$ cat src/sjfba_pkg.sv
// shared types, codes and defaults of the shortest-job-first burst-average scheduler
// no dependencies; every other file of the block but sjfba_ram refers to this package by scoped names
package sjfba_pkg;

    localparam int DEF_NUM_SLOTS = 64;
    localparam int DEF_MEAN_BITS = 16;

    localparam int FUNC_BITS  = 3;
    localparam int SLOT_FIELD = 6;
    localparam int BURST_BITS = 16;
    localparam int TICK_BITS  = 32;
    localparam int MEAN_FIELD = 16;
    localparam int STAT_BITS  = 2;
    localparam int RATE_BITS  = 4;

    localparam int CFG_IDX_BITS  = 1;
    localparam int CFG_DATA_BITS = 32;

    localparam int QUEUE_DEPTH = 2;

    // input function codes
    localparam logic [FUNC_BITS-1:0] FUNC_ALLOC    = 3'd0;
    localparam logic [FUNC_BITS-1:0] FUNC_RUN      = 3'd1;
    localparam logic [FUNC_BITS-1:0] FUNC_STOP     = 3'd2;
    localparam logic [FUNC_BITS-1:0] FUNC_DISPATCH = 3'd3;
    localparam logic [FUNC_BITS-1:0] FUNC_BURST    = 3'd4;

    // result status codes
    localparam logic [STAT_BITS-1:0] STATUS_DONE   = 2'd0;
    localparam logic [STAT_BITS-1:0] STATUS_EMPTY  = 2'd1;
    localparam logic [STAT_BITS-1:0] STATUS_PAUSED = 2'd2;

    // configuration register indexes
    localparam logic [CFG_IDX_BITS-1:0] CFG_RATE  = 1'd0;
    localparam logic [CFG_IDX_BITS-1:0] CFG_PAUSE = 1'd1;

    localparam logic [RATE_BITS-1:0] RATE_RESET  = 4'd5;
    localparam logic [TICK_BITS-1:0] PAUSE_RESET = 32'd0;
    localparam logic [RATE_BITS-1:0] RATE_FULL   = 4'd10;
    localparam logic [4:0]           DIVISOR     = 5'd10;

    typedef enum logic [2:0] {
        OP_NOP,
        OP_ALLOC,
        OP_RUN,
        OP_STOP,
        OP_DISPATCH,
        OP_BURST
    } op_t;

    typedef struct packed {
        op_t                   op;
        logic [SLOT_FIELD-1:0] slot;
        logic                  prot;
        logic [BURST_BITS-1:0] burst;
        logic                  paused;
    } cmd_t;

    typedef struct packed {
        logic valid;
        cmd_t cmd;
    } link_t;

    typedef struct packed {
        logic                  grant_valid;
        logic [SLOT_FIELD-1:0] grant_slot;
        logic [MEAN_FIELD-1:0] mean_value;
        logic [STAT_BITS-1:0]  status;
    } res_t;

endpackage

$ cat src/sjfba_cmd_if.sv
// input channel of the scheduler: valid/ready plus the fields of one item
// depends on sjfba_pkg for field widths
interface sjfba_cmd_if;
    logic                             valid;
    logic                             ready;
    logic [sjfba_pkg::FUNC_BITS-1:0]  func;
    logic [sjfba_pkg::SLOT_FIELD-1:0] slot;
    logic                             protected_flag;
    logic [sjfba_pkg::BURST_BITS-1:0] burst_ticks;
    logic [sjfba_pkg::TICK_BITS-1:0]  now_tick;

    modport source (output valid, func, slot, protected_flag, burst_ticks, now_tick,
                    input ready);
    modport sink (input valid, func, slot, protected_flag, burst_ticks, now_tick,
                  output ready);
endinterface

$ cat src/sjfba_res_if.sv
// result channel of the scheduler: valid/ready plus the fields of one result
// depends on sjfba_pkg for field widths
interface sjfba_res_if;
    logic                             valid;
    logic                             ready;
    logic                             grant_valid;
    logic [sjfba_pkg::SLOT_FIELD-1:0] grant_slot;
    logic [sjfba_pkg::MEAN_FIELD-1:0] mean_value;
    logic [sjfba_pkg::STAT_BITS-1:0]  status;

    modport source (output valid, grant_valid, grant_slot, mean_value, status,
                    input ready);
    modport sink (input valid, grant_valid, grant_slot, mean_value, status,
                  output ready);
endinterface

$ cat src/sjf_burst_average_scheduler_core.sv
// Shortest-job-first dispatcher over a table of NUM_SLOTS slots, each keeping a runnable
// mark, a protected mark and an exponential mean of its burst lengths. The front end
// accepts one item per cycle while its two-entry command queue has room; the back end
// executes one command at a time and takes the next one from the queue only once the
// pending result has transferred, at the earliest in the cycle after. Allocate, run, stop
// and ignored items execute as they leave the queue and register their result. A dispatch
// leaves the queue, scans the mean table, a ram read one entry per cycle through its read
// port, then drains the last read and decides. A burst report leaves the queue with the
// table read, then forms the weighted products, the sum, and a registered reciprocal divide
// by ten. Table entries carry valid flops cleared by reset, so no clearing pass runs after
// reset. Configuration writes (index 0 rate in tenths, index 1 pause limit) are taken at any
// cycle with cfg_we high; the pause limit is compared when an item is accepted and the rate
// is used when a burst report executes, so write them only while no item is in flight.
// depends on sjfba_pkg, the channel interfaces, sjfba_front and sjfba_back
module sjf_burst_average_scheduler_core #(
    parameter int NUM_SLOTS = sjfba_pkg::DEF_NUM_SLOTS,
    parameter int MEAN_BITS = sjfba_pkg::DEF_MEAN_BITS
) (
    input  logic                                clk,
    input  logic                                rst_n,
    sjfba_cmd_if.sink                           cmd,
    sjfba_res_if.source                         res,
    input  logic                                cfg_we,
    input  logic [sjfba_pkg::CFG_IDX_BITS-1:0]  cfg_index,
    input  logic [sjfba_pkg::CFG_DATA_BITS-1:0] cfg_data
);

    logic [sjfba_pkg::RATE_BITS-1:0] rate_reg;
    logic [sjfba_pkg::TICK_BITS-1:0] pause_reg;
    sjfba_pkg::link_t                link;
    logic                            pop;

    always_ff @(posedge clk or negedge rst_n)
    begin
        if (!rst_n)
        begin
            rate_reg  <= sjfba_pkg::RATE_RESET;
            pause_reg <= sjfba_pkg::PAUSE_RESET;
        end
        else if (cfg_we)
        begin
            unique case (cfg_index)
                sjfba_pkg::CFG_RATE:  rate_reg  <= cfg_data[sjfba_pkg::RATE_BITS-1:0];
                sjfba_pkg::CFG_PAUSE: pause_reg <= cfg_data[sjfba_pkg::TICK_BITS-1:0];
                default:
                begin
                end
            endcase
        end
    end

    sjfba_front #(
        .NUM_SLOTS(NUM_SLOTS)
    ) u_front (
        .clk        (clk),
        .rst_n      (rst_n),
        .cmd        (cmd),
        .pause_until(pause_reg),
        .link       (link),
        .pop        (pop)
    );

    sjfba_back #(
        .NUM_SLOTS(NUM_SLOTS),
        .MEAN_BITS(MEAN_BITS)
    ) u_back (
        .clk        (clk),
        .rst_n      (rst_n),
        .link       (link),
        .pop        (pop),
        .rate_tenths(rate_reg),
        .res        (res)
    );

endmodule

$ cat src/sjfba_ram.sv
// generic single-write, single-read ram with registered read data
// no dependencies
module sjfba_ram #(
    parameter int WIDTH = 17,
    parameter int DEPTH = 64
) (
    input  logic                     clk,
    input  logic                     we,
    input  logic [$clog2(DEPTH)-1:0] waddr,
    input  logic [WIDTH-1:0]         wdata,
    input  logic [$clog2(DEPTH)-1:0] raddr,
    output logic [WIDTH-1:0]         rdata
);

    logic [WIDTH-1:0] mem_reg [DEPTH];

    always_ff @(posedge clk)
    begin
        if (we)
        begin
            mem_reg[waddr] <= wdata;
        end
        rdata <= mem_reg[raddr];
    end

endmodule

$ cat src/sjfba_div10.sv
// divide by ten as a multiply by a scaled reciprocal; start is registered, then done
// depends on sjfba_pkg for the divisor
module sjfba_div10 #(
    parameter int W = 20
) (
    input  logic         clk,
    input  logic         rst_n,
    input  logic         start,
    input  logic [W-1:0] dividend,
    output logic         done,
    output logic [W-1:0] quotient
);

    // reciprocal scaled by 2^(W+4) and rounded up, exact for every W-bit dividend
    localparam int              SHIFT    = W + 4;
    localparam longint unsigned DIV_64   = 64'(sjfba_pkg::DIVISOR);
    localparam longint unsigned RECIP_64 = ((64'd1 << SHIFT) + DIV_64 - 64'd1) / DIV_64;
    localparam logic [W:0]      RECIP    = (W + 1)'(RECIP_64);

    logic           stage_reg;
    logic           done_reg;
    logic [W-1:0]   x_reg;
    logic [W-1:0]   q_reg;
    logic [2*W:0]   product;

    assign product  = {{(W + 1){1'b0}}, x_reg} * {{W{1'b0}}, RECIP};
    assign done     = done_reg;
    assign quotient = q_reg;

    always_ff @(posedge clk or negedge rst_n)
    begin
        if (!rst_n)
        begin
            stage_reg <= 1'b0;
            done_reg  <= 1'b0;
        end
        else
        begin
            stage_reg <= start;
            done_reg  <= stage_reg;
        end
    end

    always_ff @(posedge clk)
    begin
        if (start)
        begin
            x_reg <= dividend;
        end
        if (stage_reg)
        begin
            q_reg <= {3'b000, product[2*W:SHIFT]};
        end
    end

endmodule

$ cat src/sjfba_front.sv
// front end: accepts items, decodes them into commands and queues them for the back end
// depends on sjfba_pkg and sjfba_cmd_if
module sjfba_front #(
    parameter int NUM_SLOTS = sjfba_pkg::DEF_NUM_SLOTS
) (
    input  logic                            clk,
    input  logic                            rst_n,
    sjfba_cmd_if.sink                       cmd,
    input  logic [sjfba_pkg::TICK_BITS-1:0] pause_until,
    output sjfba_pkg::link_t                link,
    input  logic                            pop
);

    localparam int PTR_BITS = (sjfba_pkg::QUEUE_DEPTH > 1) ? $clog2(sjfba_pkg::QUEUE_DEPTH) : 1;
    localparam int CNT_BITS = $clog2(sjfba_pkg::QUEUE_DEPTH + 1);

    sjfba_pkg::cmd_t     q_mem_reg [sjfba_pkg::QUEUE_DEPTH];
    logic [PTR_BITS-1:0] wr_ptr_reg;
    logic [PTR_BITS-1:0] rd_ptr_reg;
    logic [CNT_BITS-1:0] count_reg;
    sjfba_pkg::cmd_t     decoded;
    logic                push;
    logic                take;
    logic                out_of_table;

    // decode one item into a command
    always_comb
    begin
        out_of_table   = int'(cmd.slot) >= NUM_SLOTS;
        decoded.slot   = cmd.slot;
        decoded.prot   = cmd.protected_flag;
        decoded.burst  = cmd.burst_ticks;
        decoded.paused = cmd.now_tick < pause_until;
        decoded.op     = sjfba_pkg::OP_NOP;
        if (cmd.func == sjfba_pkg::FUNC_DISPATCH)
        begin
            decoded.op = sjfba_pkg::OP_DISPATCH;
        end
        else if (!out_of_table)
        begin
            unique case (cmd.func)
                sjfba_pkg::FUNC_ALLOC: decoded.op = sjfba_pkg::OP_ALLOC;
                sjfba_pkg::FUNC_RUN:   decoded.op = sjfba_pkg::OP_RUN;
                sjfba_pkg::FUNC_STOP:  decoded.op = sjfba_pkg::OP_STOP;
                sjfba_pkg::FUNC_BURST: decoded.op = sjfba_pkg::OP_BURST;
                default:               decoded.op = sjfba_pkg::OP_NOP;
            endcase
        end
    end

    assign cmd.ready  = count_reg != CNT_BITS'(sjfba_pkg::QUEUE_DEPTH);
    assign push       = cmd.valid && cmd.ready;
    assign link.valid = count_reg != '0;
    assign link.cmd   = q_mem_reg[rd_ptr_reg];
    assign take       = link.valid && pop;

    always_ff @(posedge clk or negedge rst_n)
    begin
        if (!rst_n)
        begin
            wr_ptr_reg <= '0;
            rd_ptr_reg <= '0;
            count_reg  <= '0;
        end
        else
        begin
            if (push)
            begin
                wr_ptr_reg <= (wr_ptr_reg == PTR_BITS'(sjfba_pkg::QUEUE_DEPTH - 1)) ?
                              '0 : wr_ptr_reg + 1'b1;
            end
            if (take)
            begin
                rd_ptr_reg <= (rd_ptr_reg == PTR_BITS'(sjfba_pkg::QUEUE_DEPTH - 1)) ?
                              '0 : rd_ptr_reg + 1'b1;
            end
            if (push && !take)
            begin
                count_reg <= count_reg + 1'b1;
            end
            else if (take && !push)
            begin
                count_reg <= count_reg - 1'b1;
            end
        end
    end

    always_ff @(posedge clk)
    begin
        if (push)
        begin
            q_mem_reg[wr_ptr_reg] <= decoded;
        end
    end

endmodule

$ cat src/sjfba_back.sv
// back end: executes queued commands against the slot table and holds the result register
// depends on sjfba_pkg, sjfba_res_if, sjfba_ram and sjfba_div10
module sjfba_back #(
    parameter int NUM_SLOTS = sjfba_pkg::DEF_NUM_SLOTS,
    parameter int MEAN_BITS = sjfba_pkg::DEF_MEAN_BITS
) (
    input  logic                            clk,
    input  logic                            rst_n,
    input  sjfba_pkg::link_t                link,
    output logic                            pop,
    input  logic [sjfba_pkg::RATE_BITS-1:0] rate_tenths,
    sjfba_res_if.source                     res
);

    localparam int SLOT_BITS = $clog2(NUM_SLOTS);
    localparam int CNT_BITS  = $clog2(NUM_SLOTS + 1);
    localparam int WORD_BITS = MEAN_BITS + 1;
    localparam int SUM_BITS  = MEAN_BITS + 4;
    localparam int SF        = sjfba_pkg::SLOT_FIELD;
    localparam int MF        = sjfba_pkg::MEAN_FIELD;
    localparam int BB        = sjfba_pkg::BURST_BITS;

    typedef enum logic [5:0] {
        ST_IDLE   = 6'b000001,
        ST_SCAN   = 6'b000010,
        ST_DECIDE = 6'b000100,
        ST_MUL    = 6'b001000,
        ST_SUM    = 6'b010000,
        ST_DIV    = 6'b100000
    } state_t;

    state_t               state_reg;
    state_t               state_next;
    sjfba_pkg::cmd_t      cmd_reg;
    logic [NUM_SLOTS-1:0] runnable_reg;
    logic [NUM_SLOTS-1:0] entry_valid_reg;
    logic                 rd_valid_reg;
    logic [CNT_BITS-1:0]  scan_cnt_reg;
    logic                 pend_reg;
    logic [SLOT_BITS-1:0] pend_idx_reg;
    logic                 found_reg;
    logic [SLOT_BITS-1:0] best_idx_reg;
    logic [MEAN_BITS-1:0] best_mean_reg;
    logic                 best_prot_reg;
    logic [SUM_BITS-1:0]  prod_a_reg;
    logic [SUM_BITS-1:0]  prod_b_reg;
    logic                 old_prot_reg;
    logic                 out_valid_reg;
    sjfba_pkg::res_t      res_reg;

    logic [SLOT_BITS+SF-1:0]   head_w;
    logic [SLOT_BITS+SF-1:0]   cur_w;
    logic [SLOT_BITS-1:0]      head_idx;
    logic [SLOT_BITS-1:0]      cur_idx;
    logic [SLOT_BITS-1:0]      rd_addr;
    logic [WORD_BITS-1:0]      rd_data;
    logic [WORD_BITS-1:0]      entry_word;
    logic [MEAN_BITS-1:0]      ent_mean;
    logic                      ent_prot;
    logic                      we;
    logic [SLOT_BITS-1:0]      waddr;
    logic [WORD_BITS-1:0]      wdata;
    logic                      issue;
    logic                      take;
    logic                      scan_done;
    logic                      grant_ok;
    logic [sjfba_pkg::RATE_BITS-1:0] r_eff;
    logic [sjfba_pkg::RATE_BITS-1:0] w_old;
    logic [MEAN_BITS+BB-1:0]   burst_w;
    logic [MEAN_BITS-1:0]      b_sat;
    logic [SUM_BITS-1:0]       prod_a_next;
    logic [SUM_BITS-1:0]       prod_b_next;
    logic                      div_start;
    logic [SUM_BITS-1:0]       dividend;
    logic                      div_done;
    logic [SUM_BITS-1:0]       quotient;
    logic [MEAN_BITS-1:0]      new_mean;
    logic [MEAN_BITS+MF-1:0]   best_mean_w;
    logic [MEAN_BITS+MF-1:0]   new_mean_w;
    logic [SLOT_BITS+SF-1:0]   grant_w;

    assign head_w   = {{SLOT_BITS{1'b0}}, link.cmd.slot};
    assign cur_w    = {{SLOT_BITS{1'b0}}, cmd_reg.slot};
    assign head_idx = head_w[SLOT_BITS-1:0];
    assign cur_idx  = cur_w[SLOT_BITS-1:0];

    assign pop = (state_reg == ST_IDLE) && link.valid && !out_valid_reg;

    // scan issues one read a cycle and compares the entry read the cycle before
    assign issue     = (state_reg == ST_SCAN) && (scan_cnt_reg < CNT_BITS'(NUM_SLOTS));
    assign rd_addr   = (state_reg == ST_SCAN) ? scan_cnt_reg[SLOT_BITS-1:0] : head_idx;
    // an entry never written reads as cleared
    assign entry_word = rd_valid_reg ? rd_data : '0;
    assign ent_mean   = entry_word[MEAN_BITS-1:0];
    assign ent_prot   = entry_word[MEAN_BITS];
    assign take       = pend_reg && runnable_reg[pend_idx_reg] &&
                        (!found_reg || (ent_mean < best_mean_reg));
    assign scan_done  = (state_reg == ST_SCAN) && !issue && !pend_reg;
    assign grant_ok   = found_reg && !(cmd_reg.paused && !best_prot_reg);

    // weighted average terms
    assign r_eff   = (rate_tenths > sjfba_pkg::RATE_FULL) ? sjfba_pkg::RATE_FULL : rate_tenths;
    assign w_old   = sjfba_pkg::RATE_FULL - r_eff;
    assign burst_w = {{MEAN_BITS{1'b0}}, cmd_reg.burst};
    assign b_sat   = (burst_w > {{BB{1'b0}}, {MEAN_BITS{1'b1}}}) ?
                     {MEAN_BITS{1'b1}} : burst_w[MEAN_BITS-1:0];
    assign prod_a_next = {{MEAN_BITS{1'b0}}, w_old} * {4'b0, ent_mean};
    assign prod_b_next = {{MEAN_BITS{1'b0}}, r_eff} * {4'b0, b_sat};
    assign div_start   = state_reg == ST_SUM;
    assign dividend    = prod_a_reg + prod_b_reg;
    assign new_mean    = quotient[MEAN_BITS-1:0];

    assign best_mean_w = {{MF{1'b0}}, best_mean_reg};
    assign new_mean_w  = {{MF{1'b0}}, new_mean};
    assign grant_w     = {{SF{1'b0}}, best_idx_reg};

    always_comb
    begin
        we    = 1'b0;
        waddr = head_idx;
        wdata = {link.cmd.prot, {MEAN_BITS{1'b0}}};
        if (pop && (link.cmd.op == sjfba_pkg::OP_ALLOC))
        begin
            we = 1'b1;
        end
        else if ((state_reg == ST_DIV) && div_done)
        begin
            we    = 1'b1;
            waddr = cur_idx;
            wdata = {old_prot_reg, new_mean};
        end
    end

    always_comb
    begin
        state_next = state_reg;
        unique case (state_reg)
            ST_IDLE:
            begin
                if (pop)
                begin
                    if (link.cmd.op == sjfba_pkg::OP_DISPATCH)
                    begin
                        state_next = ST_SCAN;
                    end
                    else if (link.cmd.op == sjfba_pkg::OP_BURST)
                    begin
                        state_next = ST_MUL;
                    end
                end
            end
            ST_SCAN:   state_next = scan_done ? ST_DECIDE : ST_SCAN;
            ST_DECIDE: state_next = ST_IDLE;
            ST_MUL:    state_next = ST_SUM;
            ST_SUM:    state_next = ST_DIV;
            ST_DIV:    state_next = div_done ? ST_IDLE : ST_DIV;
            default:   state_next = ST_IDLE;
        endcase
    end

    always_ff @(posedge clk or negedge rst_n)
    begin
        if (!rst_n)
        begin
            state_reg       <= ST_IDLE;
            runnable_reg    <= '0;
            entry_valid_reg <= '0;
            rd_valid_reg    <= 1'b0;
            scan_cnt_reg    <= '0;
            pend_reg        <= 1'b0;
            found_reg       <= 1'b0;
            out_valid_reg   <= 1'b0;
        end
        else
        begin
            state_reg    <= state_next;
            rd_valid_reg <= entry_valid_reg[rd_addr];
            if (we)
            begin
                entry_valid_reg[waddr] <= 1'b1;
            end
            if (out_valid_reg && res.ready)
            begin
                out_valid_reg <= 1'b0;
            end
            if (pop)
            begin
                unique case (link.cmd.op)
                    sjfba_pkg::OP_ALLOC:
                    begin
                        runnable_reg[head_idx] <= 1'b0;
                        out_valid_reg          <= 1'b1;
                    end
                    sjfba_pkg::OP_RUN:
                    begin
                        runnable_reg[head_idx] <= 1'b1;
                        out_valid_reg          <= 1'b1;
                    end
                    sjfba_pkg::OP_STOP:
                    begin
                        runnable_reg[head_idx] <= 1'b0;
                        out_valid_reg          <= 1'b1;
                    end
                    sjfba_pkg::OP_DISPATCH:
                    begin
                        scan_cnt_reg <= '0;
                        pend_reg     <= 1'b0;
                        found_reg    <= 1'b0;
                    end
                    sjfba_pkg::OP_BURST:
                    begin
                    end
                    default:
                    begin
                        out_valid_reg <= 1'b1;
                    end
                endcase
            end
            if (state_reg == ST_SCAN)
            begin
                pend_reg <= issue;
                if (issue)
                begin
                    scan_cnt_reg <= scan_cnt_reg + 1'b1;
                end
                if (take)
                begin
                    found_reg <= 1'b1;
                end
            end
            if (state_reg == ST_DECIDE)
            begin
                out_valid_reg <= 1'b1;
                if (grant_ok)
                begin
                    runnable_reg[best_idx_reg] <= 1'b0;
                end
            end
            if ((state_reg == ST_DIV) && div_done)
            begin
                out_valid_reg <= 1'b1;
            end
        end
    end

    always_ff @(posedge clk)
    begin
        if (pop)
        begin
            cmd_reg <= link.cmd;
            res_reg <= '{grant_valid: 1'b0, grant_slot: '0, mean_value: '0,
                         status: sjfba_pkg::STATUS_DONE};
        end
        if (state_reg == ST_SCAN)
        begin
            pend_idx_reg <= scan_cnt_reg[SLOT_BITS-1:0];
            if (take)
            begin
                best_idx_reg  <= pend_idx_reg;
                best_mean_reg <= ent_mean;
                best_prot_reg <= ent_prot;
            end
        end
        if (state_reg == ST_DECIDE)
        begin
            if (!found_reg)
            begin
                res_reg.status <= sjfba_pkg::STATUS_EMPTY;
            end
            else if (!grant_ok)
            begin
                res_reg.status <= sjfba_pkg::STATUS_PAUSED;
            end
            else
            begin
                res_reg.grant_valid <= 1'b1;
                res_reg.grant_slot  <= grant_w[SF-1:0];
                res_reg.mean_value  <= best_mean_w[MF-1:0];
            end
        end
        if (state_reg == ST_MUL)
        begin
            prod_a_reg   <= prod_a_next;
            prod_b_reg   <= prod_b_next;
            old_prot_reg <= ent_prot;
        end
        if ((state_reg == ST_DIV) && div_done)
        begin
            res_reg.mean_value <= new_mean_w[MF-1:0];
        end
    end

    assign res.valid       = out_valid_reg;
    assign res.grant_valid = res_reg.grant_valid;
    assign res.grant_slot  = res_reg.grant_slot;
    assign res.mean_value  = res_reg.mean_value;
    assign res.status      = res_reg.status;

    sjfba_ram #(
        .WIDTH(WORD_BITS),
        .DEPTH(NUM_SLOTS)
    ) u_mean_ram (
        .clk  (clk),
        .we   (we),
        .waddr(waddr),
        .wdata(wdata),
        .raddr(rd_addr),
        .rdata(rd_data)
    );

    sjfba_div10 #(
        .W(SUM_BITS)
    ) u_div10 (
        .clk     (clk),
        .rst_n   (rst_n),
        .start   (div_start),
        .dividend(dividend),
        .done    (div_done),
        .quotient(quotient)
    );

`ifndef SYNTHESIS
    a_scan_bound: assert property (@(posedge clk) disable iff (!rst_n)
        (state_reg == ST_SCAN) |-> (scan_cnt_reg <= CNT_BITS'(NUM_SLOTS)))
        else $error("scan counter ran past the table");

    a_busy_no_result: assert property (@(posedge clk) disable iff (!rst_n)
        (state_reg != ST_IDLE) |-> !out_valid_reg)
        else $error("result pending while a command is executing");

    a_grant_cleared: assert property (@(posedge clk) disable iff (!rst_n)
        (res.valid && res.grant_valid) |->
        ((res.status == sjfba_pkg::STATUS_DONE) && !runnable_reg[best_idx_reg]))
        else $error("granted slot still runnable");

    a_div_finish: assert property (@(posedge clk) disable iff (!rst_n)
        ((state_reg == ST_DIV) && div_done) |=> ((state_reg == ST_IDLE) && out_valid_reg))
        else $error("burst update did not complete");
`endif

endmodule

$ cat src/flat_wrapper.sv
// flat-port wrapper written by rule: the top's interface ports become plain ports
module sjf_burst_average_scheduler_core_flat 
#(
    parameter int NUM_SLOTS = sjfba_pkg::DEF_NUM_SLOTS,
    parameter int MEAN_BITS = sjfba_pkg::DEF_MEAN_BITS
)
  (clk, rst_n, cfg_we, cfg_index, cfg_data, cmd_valid, cmd_func, cmd_slot, cmd_protected_flag, cmd_burst_ticks, cmd_now_tick, cmd_ready, res_valid, res_grant_valid, res_grant_slot, res_mean_value, res_status, res_ready);
  sjfba_cmd_if cmd_i ();
  sjfba_res_if res_i ();
  input  logic clk;
  input  logic rst_n;
  input  logic cfg_we;
  input  logic [sjfba_pkg::CFG_IDX_BITS-1:0] cfg_index;
  input  logic [sjfba_pkg::CFG_DATA_BITS-1:0] cfg_data;
  input wire logic [$bits(cmd_i.valid)-1:0] cmd_valid;
  input wire logic [$bits(cmd_i.func)-1:0] cmd_func;
  input wire logic [$bits(cmd_i.slot)-1:0] cmd_slot;
  input wire logic [$bits(cmd_i.protected_flag)-1:0] cmd_protected_flag;
  input wire logic [$bits(cmd_i.burst_ticks)-1:0] cmd_burst_ticks;
  input wire logic [$bits(cmd_i.now_tick)-1:0] cmd_now_tick;
  output wire logic [$bits(cmd_i.ready)-1:0] cmd_ready;
  output wire logic [$bits(res_i.valid)-1:0] res_valid;
  output wire logic [$bits(res_i.grant_valid)-1:0] res_grant_valid;
  output wire logic [$bits(res_i.grant_slot)-1:0] res_grant_slot;
  output wire logic [$bits(res_i.mean_value)-1:0] res_mean_value;
  output wire logic [$bits(res_i.status)-1:0] res_status;
  input wire logic [$bits(res_i.ready)-1:0] res_ready;
  assign cmd_i.valid = cmd_valid;
  assign cmd_i.func = cmd_func;
  assign cmd_i.slot = cmd_slot;
  assign cmd_i.protected_flag = cmd_protected_flag;
  assign cmd_i.burst_ticks = cmd_burst_ticks;
  assign cmd_i.now_tick = cmd_now_tick;
  assign cmd_ready = cmd_i.ready;
  assign res_valid = res_i.valid;
  assign res_grant_valid = res_i.grant_valid;
  assign res_grant_slot = res_i.grant_slot;
  assign res_mean_value = res_i.mean_value;
  assign res_status = res_i.status;
  assign res_i.ready = res_ready;
  sjf_burst_average_scheduler_core #(.NUM_SLOTS(NUM_SLOTS), .MEAN_BITS(MEAN_BITS)) u_core (.clk(clk), .rst_n(rst_n), .cmd(cmd_i), .res(res_i), .cfg_we(cfg_we), .cfg_index(cfg_index), .cfg_data(cfg_data));
endmodule
$ cat config.mk
export PLATFORM = sky130hd
export DESIGN_NAME = sjf_burst_average_scheduler_core_flat
export DESIGN_NICKNAME = d
export VERILOG_FILES = /design/src/sjfba_pkg.sv /design/src/sjfba_cmd_if.sv /design/src/sjfba_res_if.sv /design/src/sjf_burst_average_scheduler_core.sv /design/src/sjfba_ram.sv /design/src/sjfba_div10.sv /design/src/sjfba_front.sv /design/src/sjfba_back.sv /design/src/flat_wrapper.sv
export SDC_FILE = /design/constraint.sdc
export NUM_CORES = 2
export LEC_CHECK = 0
export BUFFER_PORTS_ARGS = -buffer_cell sky130_fd_sc_hd__buf_2
export CAP_MARGIN = 5
export CORE_MARGIN = 5
export CORE_UTILIZATION = 55
export CTS_CLUSTER_SIZE = 24
export DETAILED_ROUTE_END_ITERATION = 8
export PLACE_DENSITY_LB_ADDON = 0.12
export SLEW_MARGIN = 20
export SYNTH_ARGS = -nofsm -noshare
export SYNTH_HDL_FRONTEND = slang
export SYNTH_SLANG_ARGS = --single-unit
$ cat constraint.sdc
create_clock -name clk -period 8.5 [get_ports clk]
set_input_delay 0.425 -clock clk [delete_from_list [all_inputs] [get_ports clk]]
set_output_delay 0.425 -clock clk [all_outputs]
set_load 0.005 [all_outputs]
Yosys cells after proc, flatten, opt, wreduce, memory -nomap -nowiden
Memory sizes are Yosys's and may differ from the RTL's. A register that Yosys moved wholly into a read port is not among the register bits.
Index checks and enable logic that the tools add are counted.
- word-level logic and storage cells: 184
- memory bits (writable): 1142
- latch bits: 0
- output and inout port bits: 27
- register bits: 341
- memory bits (read-only): 0
- memories: 2
- add/sub/neg operators: 7
- shift-type cells: 0
- multiplexer cells: 63
- div/mod/pow operators: 0
- multipliers: 3
- equal/unequal tests: 18
- bitwise gates (word level): 7
- $lt $le $gt $ge: 13
- reduce and logical (&&, ||, !) cells: 40
- memories (memory ; words ; bits a word ; rd ports ; clocked after memory_dff ; wr ports ; line ; RTL):
    u_core.u_back.u_mean_ram.mem_reg ; 64 ; 17 ; 1 ; 1 ; 1 ; sjfba_ram.sv:15 ; logic [WIDTH-1:0] mem_reg [DEPTH];
    u_core.u_front.q_mem_reg ; 2 ; 27 ; 1 ; 0 ; 1 ; sjfba_front.sv:17 ; sjfba_pkg::cmd_t q_mem_reg [sjfba_pkg::QUEUE_DEPTH];
- operators with widths (kind ; number):
    $mux W64 ; 3
    $and A64 B64 Y64 ; 2
    $not A64 Y64 ; 2
    $or A64 B64 Y64 ; 2
    $pmux W64 S2 ; 1
    $mux W17 ; 3
    $mux W25 ; 2
    $mux W23 ; 2
    $mux W6 ; 7
    $mul A4 B16 Y20 ; 2
    $mul A20 B20 Y39 const B ; 1
    $lt A6 B7 Y1 const B ; 5
    $lt A32 B32 Y1 ; 1
    $mux W16 ; 2
    $pmux W6 S5 ; 1
    $mux W7 ; 4
    $mux W1 ; 25
    $add A20 B20 Y20 ; 1
    $logic_and A1 B1 Y1 ; 19
    $demux W1 S6 ; 3
    $ge A6 B1 Y1 const B ; 3
    $gt A16 B16 Y1 const B ; 1
    $lt A16 B16 Y1 ; 1
    $bmux W1 S6 ; 2
    29 further kinds ; 56

Depth between registers and ports, before layout
An unclocked memory read counts as a cell.
- word-level depth: 12
- depth in mapped cells: 23
- mapped depth without buffers: 23

By module
A second synthesis with hierarchy kept.
- cells, all modules: 4607
- area, all modules: 71406.0 um2
- by module, submodules not included (module ; sequential area each (um2) ; cells an instance ; times used ; area an instance (um2)):
    sjfba_ram ; 33011.7 ; 1953 ; 1 ; 42344.4
    sjfba_back ; 6922.9 ; 1599 ; 1 ; 16444.5
    sjfba_div10 ; 1161.1 ; 761 ; 1 ; 8330.5
    sjfba_front ; 1721.7 ; 217 ; 1 ; 2945.3
    sjf_burst_average_scheduler_core ; 903.4 ; 77 ; 1 ; 1341.3

Worst setup path after synthesis
No wires, ideal clock.
- kind: register to register
- start point: register u_core.u_back.u_div10.x_reg[10]
- end point: register u_core.u_back.u_div10.q_reg[14], in the netlist u_core.u_back.u_div10.quotient[14], data pin
- period minus slack after synthesis: 5959 ps
- data required time: 8363 ps
- stages on the path, launching flop included: 22
- slack: 2541 ps
- arrival: 5822 ps
- path buffers: 0
- cells stage by stage: edfxtp_1 > ha_1 > fa_1 > ha_1 > inv_1 > fa_1 > inv_1 > fa_1 > fa_1 > inv_1 > fa_1 > inv_1 > ha_1 > a21oi_1 > o211a_1 > o21ai_0 > o21ai_0 > a31oi_1 > o2111ai_1 > a21oi_1 > or4b_2 > nand4_1
- word-level cells in the longest chain between the ends: 1
- ends and longest elaborated chain (what ; line ; RTL):
    start, declared ; sjfba_div10.sv:22 ; logic [W-1:0] x_reg;
    start signal, assigned ; sjfba_div10.sv:48 ; x_reg <= dividend;
    $mul A20 B20 Y39 ; sjfba_div10.sv:26 ; assign product = {{(W + 1){1'b0}}, x_reg} * {{W{1'b0}}, RECIP};
    net u_core.u_back.u_div10.product[38] ; sjfba_div10.sv:24 ; logic [2*W:0] product;
    end signal, assigned ; sjfba_div10.sv:52 ; q_reg <= {3'b000, product[2*W:SHIFT]};
    end, declared ; sjfba_div10.sv:23 ; logic [W-1:0] q_reg;
The timed path passes the listed nets, and every way through them passes these cells.
A chain may end at the register's enable or synchronous reset.

Worst setup path in the final report
- start point: register u_core.rate_reg[3] in the netlist's numbering
- end point: register u_core.u_back.prod_a_reg[18], data pin
- word-level cells in the longest chain between the ends: 4
- ends and longest elaborated chain (what ; line ; RTL):
    start, declared ; sjf_burst_average_scheduler_core.sv:28 ; logic [sjfba_pkg::RATE_BITS-1:0] rate_reg;
    start signal, assigned ; sjf_burst_average_scheduler_core.sv:37 ; rate_reg <= sjfba_pkg::RATE_RESET;
    start signal, assigned ; sjf_burst_average_scheduler_core.sv:43 ; sjfba_pkg::CFG_RATE: rate_reg <= cfg_data[sjfba_pkg::RATE_BITS-1:0];
    $gt A4 B4 Y1 ; sjfba_back.sv:102 ; assign r_eff = (rate_tenths > sjfba_pkg::RATE_FULL) ? sjfba_pkg::RATE_FULL : rate_tenths;
    $mux W4 * ; sjfba_back.sv:102 ;
    $sub A4 B4 Y4 * ; sjfba_back.sv:103 ; assign w_old = sjfba_pkg::RATE_FULL - r_eff;
    $mul A4 B16 Y20 * ; sjfba_back.sv:107 ; assign prod_a_next = {{MEAN_BITS{1'b0}}, w_old} * {4'b0, ent_mean};
    net u_core.u_back.prod_a_next[18] ; sjfba_back.sv:71 ; logic [SUM_BITS-1:0] prod_a_next;
    end signal, assigned ; sjfba_back.sv:283 ; prod_a_reg <= prod_a_next;
    end, declared ; sjfba_back.sv:45 ; logic [SUM_BITS-1:0] prod_a_reg;
The timed path passes the listed nets; every way through them passes the cells marked *.

==> qor.txt <==
Placed Cells: 6060
M1 WL: 71.9 mm
post-synthesis register bit count: 1500
CTS root buffer: clkbuf_16
grt ovf: 0
synth top area cells: edfxtp_1, mux4_2, dfrtp_1
GRT Util Overall: 0.252
via count: 38.7k
area leader, netlist: edfxtp_1
Die X: 366 um
Worst EP arrival: 7780 ps
Syn Std Cell Area: 69700 um^2
post-route ant nets: 0
clk sinks: 1500
Tmin final: 7260 ps
Die ar.: 134000 um^2
GP Congestion: 0.860
mux cell area share after synthesis: 0.120
Port Buf Inserts: 122
Synth Instances: 4312
DP Area: 73000 um^2
min-delay worst type: primary input to flip-flop
warnings from Yosys: 0
post-route cell area: 78500 um^2
Max-slew headroom: 0.261
post-synthesis compound-gate area fraction: 0.0518
Final Hold Vio Count: 0
Post-Route WL: 168 mm
I/O pins: 123
initial DRC count: 4016
post-detailed-route wirelength per cell: 26.2 um
critical path class: flip-flop to flip-flop
Top Layer Used: met4
DRC: 0
routed wl met2: 79.5 mm
Resized cells post-CTS: 0
Fmax achieved: 138 MHz
area added between synthesis and finish: 12.6%
Largest register FFs: 1088
first-pass iteration count of the detailed router: 5
crit path max fanout: 22
max_cap viols: 0
first-pass GRT wire length: 253 mm
Net Count, Synth: 4907
clk slew on worst S/H paths: 60 ps
# nets final: 5221
Sum Neg Setup Slack: 0 ps
status: finished, final reports clean
final non-filler cell total: 6405
Hold Slack: 163 ps
CTS tree: yes
Die Y: 366 um
ys flop type: edfxtp_1
vias in the first global route: 39.7k
top-area cell type share of the netlist area: 0.548
number of flops mapped to enable cells by yosys: 1271
number of core rows: 130
simple logic cell fraction of the synthesized area: 0.0514
Adder-Cell Fraction of Synth Area: 0.110
Critical Path End Type: flip-flop
Initial Util: 0.554
xor and xnor area share after synthesis: 0.0113
final period utilization: 0.854
VDD IR max: 0.000310 V
worst slew pin tran: 1090 ps
PwrDens: 260 nW/um^2
worst skew pair latency: 780 ps
largest family of logic cells by synthesized area: multiplexers
Seq/Total Area, Yosys: 0.627
syn_area_per_cell: 16.2 um^2
Critical Path Source Type: flip-flop
Leak Pwr: 0.0275 uW
setup repair after global routing missed its margin: no
vias per cell: 6.05
count of different cell masters after synthesis: 75
fraction of layout cells with a size suffix above 1: 0.201
initial antenna violation count: 7
clk buf depth: 3
fraction of registers with async set/reset: 0.125
core footprint: 126000 um^2
worst endpoint required time: 9020 ps
Num CTS Buffers: 153
post-DP HPWL: 105 mm
largest net degree at the start of global routing: 111
max-slew violations: 0
Setup Viol. Count Final: 0
H-Tree Level Count: 4
most numerous cell in the Yosys netlist: edfxtp_1
Setup Skew: 39.4 ps
synth cell count leaders: edfxtp_1, inv_1, ha_1, mux4_2, nand2_1
met3 WL: 11.9 mm
-- critical path, stage by stage, from the launching register on --
cell       delay (ps)
dfrtp_1           780
o21ai_1           530
nand2_1           530
clkinv_1          380
ha_1              590
or2_2             380
fa_1              470
fa_1              550
inv_1              70
fa_1              460
a21o_1            170
a21oi_1           260
o21a_1            180
o31ai_1           120
o41a_1            350
and4_1            210
a2111oi_0         620
a21oi_1           170
xor2_1            170
-- cell usage in the layout, fill, tap and decap left out, drive strengths merged, types with 184 or more instances in the layout --
cell / instances
nor2: 195
edfxtp: 1271
buf: 251
dfrtp: 184
inv: 341
fa: 187
nand2: 226
clkbuf: 208
mux4: 309
ha: 312
-- cell families after synthesis --
logic type               Yosys count
AO/OA/AOI/OAI                    551
XOR/XNOR                          90
adder cells (fa/ha/maj)          499
buffers and inverters            489
flip-flops                      1500
multiplexers                     444
AND/OR/NAND/NOR                  739
-- routing by layer --
metal	GRT usage	up-vias
li1	-	17051
met1	0.358	20078
met2	0.399	1347
met3	0.0532	251
met4	0.0768	0
met5	0	-
-- worst paths after layout --
check,depth (start not counted),endpoint,startpoint,slack [ps]
min in group asynchronous,2,u_core.u_back.runnable_reg[31]$_DFF_PN0_,rst_n,280
min,3,u_core.rate_reg[0]$_DFFE_PN1P_,cfg_index,160
max in group asynchronous,4,u_core.u_back.entry_valid_reg[40]$_DFFE_PN0N_,rst_n,6220
min reg2reg,2,u_core.u_back.res.grant_slot[1]$_DFF_P_,u_core.u_back.res.grant_slot[1]$_DFF_P_,450
max,18,u_core.u_back.prod_a_reg[18]$_DFFE_PP_,u_core.rate_reg[3]$_DFFE_PN0P_,1240
max reg2reg,18,u_core.u_back.prod_a_reg[18]$_DFFE_PP_,u_core.rate_reg[3]$_DFFE_PN0P_,1240
-- report_power, final --
part / internal (uW) / leakage [uW] / total (uW) / switching (uW)
clock: 3740 / 0.00237 / 6530 / 2790
sequential: 8520 / 0.0123 / 8810 / 281
combinational: 1950 / 0.0129 / 5060 / 3110
total: 14200 / 0.0275 / 20400 / 6180
-- cell type report --
type / count / area, um^2
antenna: 2 / 5.00
clock buffer: 207 / 4220
clock inverter: 75 / 678
fill: 9164 / 47300
inverter: 335 / 1260
multi-input combinational: 2323 / 24300
sequential: 1500 / 43700
tap: 1650 / 2060
timing repair buffer: 313 / 2280
-- timing repair --
item | 4_1_cts | 5_1_grt
buffers inserted | 0 | 0
hold buffers | 61 | 0
endpoints found under the hold margin | 167 | 0
-- through the flow --
step	util	setup WS [ps]	total power [uW]
2_1_floorplan	-	2540	12300
3_3_place_gp	0.580	1510	13900
3_5_place_dp	0.580	1320	14000
4_1_cts	0.624	1330	20600
5_1_grt	0.624	829	21300
6_report	0.624	1240	20400
Power figures use the tool's default switching activity.
